==> src/design/hcbd_pkg.sv <==
// shared types, character codes and size-line helpers for the chunked body decoder
package hcbd_pkg;

  localparam int SIZE_BITS  = 32;  // width of a chunk size, 8 to 64
  localparam int COUNT_BITS = 32;  // width of the discard count
  localparam int OUT_BITS   = 48;  // result tdata, padded to whole bytes

  localparam logic [7:0] CH_TAB   = 8'h09;
  localparam logic [7:0] CH_LF    = 8'h0A;
  localparam logic [7:0] CH_VT    = 8'h0B;
  localparam logic [7:0] CH_FF    = 8'h0C;
  localparam logic [7:0] CH_CR    = 8'h0D;
  localparam logic [7:0] CH_SPACE = 8'h20;
  localparam logic [7:0] CH_ZERO  = 8'h30;
  localparam logic [7:0] CH_NINE  = 8'h39;
  localparam logic [7:0] CH_UC_A  = 8'h41;
  localparam logic [7:0] CH_UC_F  = 8'h46;
  localparam logic [7:0] CH_UC_X  = 8'h58;
  localparam logic [7:0] CH_LC_A  = 8'h61;
  localparam logic [7:0] CH_LC_F  = 8'h66;
  localparam logic [7:0] CH_LC_X  = 8'h78;

  localparam logic [1:0] TRAIL_BYTES = 2'd2;

  typedef enum logic [2:0] {
    PH_SIZE,
    PH_EXT,
    PH_DATA,
    PH_TRAIL,
    PH_STOP
  } phase_t;

  typedef enum logic [1:0] {
    ST_ZERO_CHUNK,
    ST_UNTERMINATED,
    ST_BAD_SIZE,
    ST_TRUNCATED
  } status_t;

  typedef enum logic [1:0] {
    PP_LEADING,
    PP_ZERO,
    PP_PREFIX,
    PP_DIGITS
  } prefix_t;

  // everything a size-line character can touch
  typedef struct packed {
    phase_t                phase;
    logic [SIZE_BITS-1:0]  acc;
    logic                  digit_seen;
    prefix_t               prefix;
    status_t               stop_status;
  } line_state_t;

  function automatic logic is_hex(input logic [7:0] c);
    return (c >= CH_ZERO && c <= CH_NINE) || (c >= CH_LC_A && c <= CH_LC_F) ||
           (c >= CH_UC_A && c <= CH_UC_F);
  endfunction

  function automatic logic [3:0] hex_val(input logic [7:0] c);
    logic [7:0] v;
    if (c >= CH_ZERO && c <= CH_NINE) begin
      v = c - CH_ZERO;
    end else if (c >= CH_LC_A && c <= CH_LC_F) begin
      v = c - CH_LC_A + 8'd10;
    end else begin
      v = c - CH_UC_A + 8'd10;
    end
    return v[3:0];
  endfunction

  function automatic logic is_blank(input logic [7:0] c);
    return c == CH_SPACE || c == CH_TAB || c == CH_LF || c == CH_VT ||
           c == CH_FF || c == CH_CR;
  endfunction

  // shift in one hex digit, stopping on overflow
  function automatic line_state_t accumulate(input line_state_t s, input logic [3:0] d);
    line_state_t r;
    r = s;
    if (|s.acc[SIZE_BITS-1 -: 4]) begin
      r.phase       = PH_STOP;
      r.stop_status = ST_BAD_SIZE;
    end else begin
      r.acc        = {s.acc[SIZE_BITS-5:0], d};
      r.digit_seen = 1'b1;
      r.prefix     = PP_DIGITS;
    end
    return r;
  endfunction

  // one ordinary character of a size line
  function automatic line_state_t feed_line_char(input line_state_t s, input logic [7:0] c);
    line_state_t r;
    r = s;
    if (s.phase == PH_SIZE) begin
      case (s.prefix)
        PP_LEADING: begin
          if (is_blank(c)) begin
            r = s;
          end else if (c == CH_ZERO) begin
            r.digit_seen = 1'b1;
            r.acc        = '0;
            r.prefix     = PP_ZERO;
          end else if (is_hex(c)) begin
            r.acc        = {{(SIZE_BITS-4){1'b0}}, hex_val(c)};
            r.digit_seen = 1'b1;
            r.prefix     = PP_DIGITS;
          end else begin
            r.phase = PH_EXT;
          end
        end
        PP_ZERO: begin
          if (c == CH_LC_X || c == CH_UC_X) begin
            r.prefix = PP_PREFIX;
          end else if (is_hex(c)) begin
            r = accumulate(s, hex_val(c));
          end else begin
            r.phase = PH_EXT;
          end
        end
        default: begin
          if (is_hex(c)) begin
            r = accumulate(s, hex_val(c));
          end else begin
            r.phase = PH_EXT;
          end
        end
      endcase
    end
    return r;
  endfunction

endpackage

==> src/design/http_chunked_body_decoder_core.sv <==
// chunked transfer body decoder: body bytes in, payload bytes and final status out
//
//  channel  | dir | tdata (low bit up)                               | tuser       | tlast
//  ---------+-----+--------------------------------------------------+-------------+------------
//  s_axis   | in  | body_byte[7:0]                                   | -           | end_of_body
//  m_axis   | out | payload_byte[7:0], final_status[9:8],            | has_payload | final_marker
//           |     | discard_count[41:10], zero pad[47:42]            |             |
//
// one body byte per cycle unless m_axis stalls: each beat is decoded in the cycle it
// is taken and its result, if any, lands in a single output register
// s_axis_tready is high whenever that register is empty or being drained, so a new
// beat is taken while the previous result is handed over
// a stall on m_axis holds the result and backpressures s_axis the same cycle
// rst is synchronous; after reset and after every final beat the decoder waits for
// a new size line
module http_chunked_body_decoder_core
  import hcbd_pkg::*;
(
  input  logic                clk,
  input  logic                rst,
  input  logic                s_axis_tvalid,
  output logic                s_axis_tready,
  input  logic [7:0]          s_axis_tdata,   // body_byte
  input  logic                s_axis_tlast,   // end_of_body
  output logic                m_axis_tvalid,
  input  logic                m_axis_tready,
  output logic [OUT_BITS-1:0] m_axis_tdata,   // payload_byte, final_status, discard_count
  output logic                m_axis_tuser,   // has_payload
  output logic                m_axis_tlast    // final_marker
);

  // decoder state
  line_state_t            line_st, line_st_next;
  logic                   cr_seen, cr_seen_next;
  logic [SIZE_BITS-1:0]   bytes_remaining, bytes_remaining_next;
  logic [COUNT_BITS-1:0]  bytes_emitted, bytes_emitted_next;
  logic [1:0]             trail_cnt, trail_cnt_next;

  // size-line character paths: held CR only, held CR then this byte, this byte only
  line_state_t            line_cr, line_cr_b, line_b;

  logic                   in_accept;
  logic                   emit;
  logic                   res_valid;
  status_t                res_status;
  logic [COUNT_BITS-1:0]  res_discard;
  logic [7:0]             res_payload;

  // output register
  logic                   out_valid;
  logic [7:0]             out_payload;
  logic                   out_has_payload;
  logic                   out_final;
  status_t                out_status;
  logic [COUNT_BITS-1:0]  out_discard;

  assign s_axis_tready = !out_valid || m_axis_tready;
  assign in_accept     = s_axis_tvalid && s_axis_tready;

  assign line_cr   = feed_line_char(line_st, CH_CR);
  assign line_cr_b = feed_line_char(line_cr, s_axis_tdata);
  assign line_b    = feed_line_char(line_st, s_axis_tdata);

  // next state for the current beat
  always_comb begin
    line_st_next         = line_st;
    cr_seen_next         = cr_seen;
    bytes_remaining_next = bytes_remaining;
    bytes_emitted_next   = bytes_emitted;
    trail_cnt_next       = trail_cnt;
    case (line_st.phase)
      PH_SIZE, PH_EXT: begin
        if (cr_seen && s_axis_tdata == CH_LF) begin
          // end of size line
          cr_seen_next        = 1'b0;
          line_st_next.prefix = PP_LEADING;
          if (!line_st.digit_seen) begin
            line_st_next.phase       = PH_STOP;
            line_st_next.stop_status = ST_BAD_SIZE;
          end else if (line_st.acc == '0) begin
            line_st_next.phase       = PH_STOP;
            line_st_next.stop_status = ST_ZERO_CHUNK;
          end else begin
            bytes_remaining_next    = line_st.acc;
            bytes_emitted_next      = '0;
            line_st_next.acc        = '0;
            line_st_next.digit_seen = 1'b0;
            line_st_next.phase      = PH_DATA;
          end
        end else if (cr_seen) begin
          // lone cr counts as a line character
          if (s_axis_tdata == CH_CR) begin
            line_st_next = line_cr;
            cr_seen_next = 1'b1;
          end else begin
            line_st_next = line_cr_b;
            cr_seen_next = 1'b0;
          end
        end else if (s_axis_tdata == CH_CR) begin
          cr_seen_next = 1'b1;
        end else begin
          line_st_next = line_b;
        end
      end
      PH_DATA: begin
        if (bytes_remaining != '0) begin
          bytes_remaining_next = bytes_remaining - 1'b1;
        end
        if (!(&bytes_emitted)) begin
          bytes_emitted_next = bytes_emitted + 1'b1;
        end
        if (bytes_remaining_next == '0) begin
          line_st_next.phase = PH_TRAIL;
          trail_cnt_next     = TRAIL_BYTES;
        end
      end
      PH_TRAIL: begin
        if (trail_cnt != 2'd0) begin
          trail_cnt_next = trail_cnt - 1'b1;
        end
        if (trail_cnt_next == 2'd0) begin
          line_st_next.phase      = PH_SIZE;
          line_st_next.prefix     = PP_LEADING;
          line_st_next.digit_seen = 1'b0;
          line_st_next.acc        = '0;
          cr_seen_next            = 1'b0;
        end
      end
      default: begin
        // stopped: bytes ignored until the final beat
        line_st_next = line_st;
      end
    endcase
  end

  // result for the current beat, status taken after the beat's update
  always_comb begin
    emit        = line_st.phase == PH_DATA;
    res_valid   = emit || s_axis_tlast;
    res_payload = emit ? s_axis_tdata : 8'd0;
    res_status  = ST_ZERO_CHUNK;
    res_discard = '0;
    if (s_axis_tlast) begin
      case (line_st_next.phase)
        PH_STOP: res_status = line_st_next.stop_status;
        PH_DATA: begin
          res_status  = ST_TRUNCATED;
          res_discard = bytes_emitted_next;
        end
        default: res_status = ST_UNTERMINATED;
      endcase
    end
  end

  always_ff @(posedge clk) begin
    if (rst || (in_accept && s_axis_tlast)) begin
      line_st.phase       <= PH_SIZE;
      line_st.acc         <= '0;
      line_st.digit_seen  <= 1'b0;
      line_st.prefix      <= PP_LEADING;
      line_st.stop_status <= ST_ZERO_CHUNK;
      cr_seen             <= 1'b0;
      bytes_remaining     <= '0;
      bytes_emitted       <= '0;
      trail_cnt           <= 2'd0;
    end else if (in_accept) begin
      line_st         <= line_st_next;
      cr_seen         <= cr_seen_next;
      bytes_remaining <= bytes_remaining_next;
      bytes_emitted   <= bytes_emitted_next;
      trail_cnt       <= trail_cnt_next;
    end
  end

  always_ff @(posedge clk) begin
    if (rst) begin
      out_valid <= 1'b0;
    end else if (s_axis_tready) begin
      out_valid <= in_accept && res_valid;
    end
  end

  always_ff @(posedge clk) begin
    if (s_axis_tready) begin
      out_payload     <= res_payload;
      out_has_payload <= emit;
      out_final       <= s_axis_tlast;
      out_status      <= res_status;
      out_discard     <= res_discard;
    end
  end

  assign m_axis_tvalid = out_valid;
  assign m_axis_tdata  = {{(OUT_BITS-COUNT_BITS-10){1'b0}}, out_discard, out_status, out_payload};
  assign m_axis_tuser  = out_has_payload;
  assign m_axis_tlast  = out_final;

endmodule
==> config.mk <==
export PLATFORM = sky130hd
export DESIGN_NAME = http_chunked_body_decoder_core
export DESIGN_NICKNAME = d
export VERILOG_FILES = /design/src/design/hcbd_pkg.sv /design/src/design/http_chunked_body_decoder_core.sv
export SDC_FILE = /design/constraint.sdc
export NUM_CORES = 1
export LEC_CHECK = 0
export ABC_AREA = 1
export BUFFER_PORTS_ARGS = -buffer_cell sky130_fd_sc_hd__buf_2
export CAP_MARGIN = 20
export CORE_MARGIN = 8
export CORE_UTILIZATION = 35
export CTS_CLUSTER_DIAMETER = 100
export DETAILED_ROUTE_END_ITERATION = 10
export PLACE_DENSITY_LB_ADDON = 0.08
export SETUP_SLACK_MARGIN = 0.15
export SYNTH_ARGS = -nofsm -noshare
export SYNTH_HDL_FRONTEND = slang
export SYNTH_SLANG_ARGS = --single-unit
==> constraint.sdc <==
create_clock -name clk -period 3.67 [get_ports clk]
set_clock_uncertainty 0.05 [all_clocks]
set_input_delay 0.5505 -clock clk [delete_from_list [all_inputs] [get_ports clk]]
set_output_delay 0.5505 -clock clk [all_outputs]
set_load 0.02 [all_outputs]
# --- Word level (Yosys, flattened, before mapping) ---
# Cells that the tools add are included.
totals:
  wordCells: 168
  ff_bits: 152
  in_bits: 13
  output_inout_bits: 52
classes:
  mux: 69
  eq_ne: 28
  n_reduce_logical: 42
  n_lt_le_gt_ge: 6
  n_addsub: 8
ops:
  columns: ["op", "count"]
  rows:
  - ["$mux 32", 9]
  - ["$mux 40", 7]
  - ["$mux 35", 6]
  - ["$pmux 40 s2", 2]
  - ["$pmux 32 s2", 2]
  - ["$mux 38", 3]
  - ["$mux 37", 2]
  - ["$mux 36", 2]
  - ["$pmux 35 s2", 1]
  - ["$mux 33", 2]
  - ["$logic_not 32->1", 2]
  - ["$eq 8x4->1 const B", 5]
  - ["$mux 3", 12]
  - ["$add 32x1->32 const B", 1]
  - ["$reduce_and 32->1", 1]
  - ["$reduce_bool 32->1", 1]
  - ["$sub 32x1->32 const B", 1]
  - ["$mux 2", 12]
  - ["$eq 8x6->1 const B", 2]
  - ["$eq 8x7->1 const B", 2]
  - ["$ge 8x7->1 const B", 2]
  - ["$le 8x7->1 const B", 2]
  - ["$sub 4x1->4 const B", 3]
  - ["$logic_or 1x1->1", 11]
  - ["other kinds (32)", 60]

# --- Depth between registers and ports, before layout ---
depth:
  depth_word: 15
  mapped_depth: 19
  mapped_depth_nobuf: 18

# --- Least setup slack after synthesis ---
# OpenSTA, ideal clock, no wires.
synth_path:
  path_kind: "in2reg"
  from: "input port m_axis_tready"
  to: "register line_st[17] in the netlist's numbering"
  required_ns: 3.504
  arrival_ns: 3.503
  cell_stages: 14
  setup_slack_ns: 0.002
  path_buffers: 1
  setup_ns: 0.116
  cell_sequence: "inv_1 -> nand2_1 -> nand2_1 -> inv_1 -> o211ai_1 -> nor3_1 -> nand2_1 -> inv_2 -> nand2_1 -> inv_2 -> nand2_2 -> o21bai_4 -> buf_4 -> nor3_1"
synth_between:
  elab_chain_len: 4
  elab_cells_between_ends: 5
synth_lines:
  columns: ["element", "line_no", "text"]
  rows:
  - ["start: declaration", "http_chunked_body_decoder_core.sv:26", "input logic m_axis_tready,"]
  - ["$logic_or 1x1->1 (*)", "http_chunked_body_decoder_core.sv:57", "assign s_axis_tready = !out_valid || m_axis_tready;"]
  - ["named net s_axis_tready", "http_chunked_body_decoder_core.sv:22", "output logic s_axis_tready,"]
  - ["$logic_and 1x1->1 (*)", "http_chunked_body_decoder_core.sv:58", "assign in_accept = s_axis_tvalid && s_axis_tready;"]
  - ["branches (longest 2 deep; another with $reduce_and 10->1)", null, null]
  - ["end signal: assignment", "http_chunked_body_decoder_core.sv:167", "line_st <= line_st_next;"]
  - ["end: declaration", "http_chunked_body_decoder_core.sv:33", "line_state_t line_st, line_st_next;"]
# Mark *: on every way through the listed nets, which the timed path passes.
# A chain may end at the register's enable or synchronous reset.

# --- Worst setup path in the final report ---
layout_path:
  from: "register bytes_remaining[0]"
  to: "register out_status[1] (data pin)"
layout_between:
  elab_chain_len: 8
  elab_cells_between_ends: 10
layout_lines:
  columns: ["element", "line_no", "text"]
  rows:
  - ["start: declaration", "http_chunked_body_decoder_core.sv:35", "logic [SIZE_BITS-1:0] bytes_remaining, bytes_remaining_next;"]
  - ["start signal: assignment", "http_chunked_body_decoder_core.sv:169", "bytes_remaining <= bytes_remaining_next;"]
  - ["$sub 32x1->32 or $reduce_bool 32->1 (tied branches)", "http_chunked_body_decoder_core.sv:107, http_chunked_body_decoder_core.sv:106", null]
  - ["$mux 32 (*)", "http_chunked_body_decoder_core.sv:106", "if (bytes_remaining != '0) begin"]
  - ["$mux 32 (*)", "http_chunked_body_decoder_core.sv:71", "case (line_st.phase)"]
  - ["$logic_not 32->1 (*)", "http_chunked_body_decoder_core.sv:112", "if (bytes_remaining_next == '0) begin"]
  - ["$mux 3 (*)", "http_chunked_body_decoder_core.sv:112", null]
  - ["$pmux 3 s3 (*)", "http_chunked_body_decoder_core.sv:71", null]
  - ["$eq 3x2->1 or $eq 3x3->1 (tied branches)", "http_chunked_body_decoder_core.sv:144", "case (line_st_next.phase)"]
  - ["$pmux 2 s2 (*)", "http_chunked_body_decoder_core.sv:144", null]
  - ["end signal: assignment", "http_chunked_body_decoder_core.sv:188", "out_status <= res_status;"]
  - ["end: declaration", "http_chunked_body_decoder_core.sv:54", "status_t out_status;"]
# Every way passes the cells marked *; elsewhere a longest branch is shown, timed or not. The select of a mux whose other input is x is not followed.

==> qor.csv <==
metric;value;unit
Mapped Cells;1439;
Initial Util;0.3515;
fin crit share;0.8714;
clk slew on worst S/H paths;0.07;ns
Fin Setup TNS;0;ns
Final ANT Viol Nets;0;
setup violators final;0;
vias per cell;5.036;
Post-synth EDFFs;44;
most common library cells after synthesis;308 x nand2_1, 259 x nor2_1, 185 x inv_1, 112 x a21oi_1, 108 x dfxtp_1;
arrival time worst endpoint;3.28;ns
RSZ-0062 raised after global routing;no;
Yosys warnings;0;
Core ar.;26650;um^2
largest net degree at the start of global routing;58;
max_slew headroom;0.5283;
Root Buffer;clkbuf_16;
top post-synthesis cells by area;dfxtp_1 23%, edfxtp_1 14%, nand2_1 12%, nor2_1 10%, inv_1 7.4%;
count leader, synth;nand2_1;
DR WL/cell;16.23;um
CP bufs+invs;3;
Hold Path Depth;2;
post-synth top area cell;dfxtp_1;
slowest CP cell;dfxtp_1;
Post-synth ARST share;0;
maximum VDD drop;0.2239;mV
number of CTS-inserted buffers;17;
Cell Area, Synth;9366;um^2
# IOs;65;
hold buffer count at CTS;0;
CP Cell Sequence;inv_1 -> ha_1 -> nand2_2 -> nor2_4 -> nand2_2 -> nor2_4 -> inv_2 -> nand2_1 -> nand2_1 -> nor2_1 -> nand2_1 -> nor2_1 -> inv_1 -> nor2_1 -> nor2_2 -> nand3_4 -> o21ai_0;
Crit path depth;17;
met3 wire len;1003;um
max incr delay on CP;0.33;ns
worst skew pair latency;0.43;ns
initial antenna violation count;0;
Post-route DRC;0;
setup bufs post-CTS;0;
library cells used by synthesis;46;
DP HPWL;22210;um
CP top delay family;simple AND/OR/NAND/NOR gates;
I/O Buffers;58;
area grow syn2layout;12.41;%
P_leak;4.979;nW
worst-margin pin slew;0.7056;ns
Setup WS post-layout;0.4719;ns
#FFs+latches synth;152;
Global Route Usage Sum;0.1834;
nets;1504;
first-pass GRT wire length;48170;um
TritonCTS clock tree;yes;
met2 WL;14780;um
CTS resizes;0;
reg2reg path depth;17;
DRT Pass-1 Iters;6;
pre-CTS setup slack;0.3997;ns
share of layout cells above drive strength 1;0.09212;
CP required;3.75;ns
CP Max Fanout;28;
PwrDens;451.7;nW/um^2
CP Capture Type;flop;
Final Critical Period;3.198;ns
number of clock sinks;152;
Slew Viols, Final;0;
Worst setup SP type;flop;
Via Count;9262;
highest metal used;met4;
critical path class;flop to flop;
HP Class;primary input to flop;
initial DRC count;737;
row cnt;60;
gpl congestion;0.9361;
final hold vios;0;
Die Span Y;179.6;um
Die ar.;32250;um^2
Synth Flop Type;dfxtp_1;
Longest Clk Path Bufs;2;
Seq/Total Area, Yosys;0.3719;
GRT overflow;0;
Post-Route M1 WL;13540;um
die width;179.6;um
diode count;0;
final WL;29860;um
vias in the first global route;8852;
fmax;312.7;MHz
Max-Cap Viols;0;
post-synth top area share;0.2308;
H-tree depth;4;
status;completed;
synthesized area per cell;6.509;um^2
==> where the power goes <==
group / internal (mW) / switching (mW)
logic: 0.334 / 0.804
clock network: 0.969 / 0.793
registers: 1.79 / 0.0629
total: 3.10 / 1.66
==> flip-flops by register name, indices dropped and copies added (netlist names), 2 cells and up <==
| name | count |
|---|---|
| out_status | 2 |
| out_discard | 32 |
| trail_cnt | 2 |
| line_st | 40 |
| out_payload | 8 |
| bytes_remaining | 32 |
| bytes_emitted | 32 |
==> worst register-to-register path: stages, from the launching register on <==
cell	delay, ns
dfxtp_1	0.33
inv_1	0.16
ha_1	0.32
nand2_2	0.14
nor2_4	0.18
nand2_2	0.08
nor2_4	0.18
inv_2	0.21
nand2_1	0.13
nand2_1	0.06
nor2_1	0.14
nand2_1	0.07
nor2_1	0.19
inv_1	0.06
nor2_1	0.13
nor2_2	0.07
nand3_4	0.18
o21ai_0	0.22
==> layer usage <==
layer / vias to the layer above / track usage
met3: 38 / 0.02560
li1: 4769 / -
met5: - / 0
met1: 4232 / 0.2287
met2: 223 / 0.3249
met4: 0 / 0.05168
==> logic make-up after synthesis <==
logic type | synth area share
buffers and inverters | 0.1087
AO/OA/AOI/OAI | 0.1535
AND/OR/NAND/NOR | 0.3378
adder cells (fa/ha/maj) | 0.008015
XOR/XNOR | 0.01964
other | 0.0004004
flip-flops | 0.3719
==> path summary, 6_finish.rpt <==
path,startpoint,to,slack (ns)
worst min-delay path,rst,m_axis_tvalid,0.24
worst max register to register,bytes_remaining[0],out_status[1],0.47
worst min register to register,trail_cnt[0],trail_cnt[0],0.43
worst max-delay path,bytes_remaining[0],out_status[1],0.47
==> final cells by class <==
class,instances,area [um^2]
multi-input cells,1045,4892
well taps,341,426.7
inverters,193,724.4
flip-flops and latches,152,3483
clock inverters,11,113.9
repair buffers,76,437.9
fillers,2913,16120
clock buffers,21,450.4
==> per-stage QoR <==
stage	area, um^2	std cells	utilization	hold WS, ns	power (mW)
after global routing	10530	1839	0.3951	0.2313	5.021
after CTS	10530	1839	0.3951	0.2340	4.796
final	10530	1839	0.3951	0.2450	4.756
after floorplan	9388	1444	-	0.3985	2.719
after detailed placement	9965	1807	0.3739	0.4202	3.025
after global placement	9965	1807	0.3739	0.4187	3.033
==> layout by cell type, fill, tap and decap left out, drive strengths merged <==
cell and n:
clkbuf 21, dfxtp 108, bufinv 1, nand4 29, a21oi 112, nand2 314
o22ai 7, o211ai 22, o21bai 3, a31o 1, edfxtp 44, buf 76
nor2 268, nor3b 2, o221ai 2, a21o 1, inv 198, o31ai 3
ha 6, nor4 6, a221oi 1, or2 2, a21boi 1, conb 6
nand3 77, a211oi 3, xor2 15, and3 1, clkinv 5, nand3b 4
a22o 1, o21ai 106, nor3 45, xnor2 6, nor2b 1
Note: power is estimated with default switching activity, not from simulation.
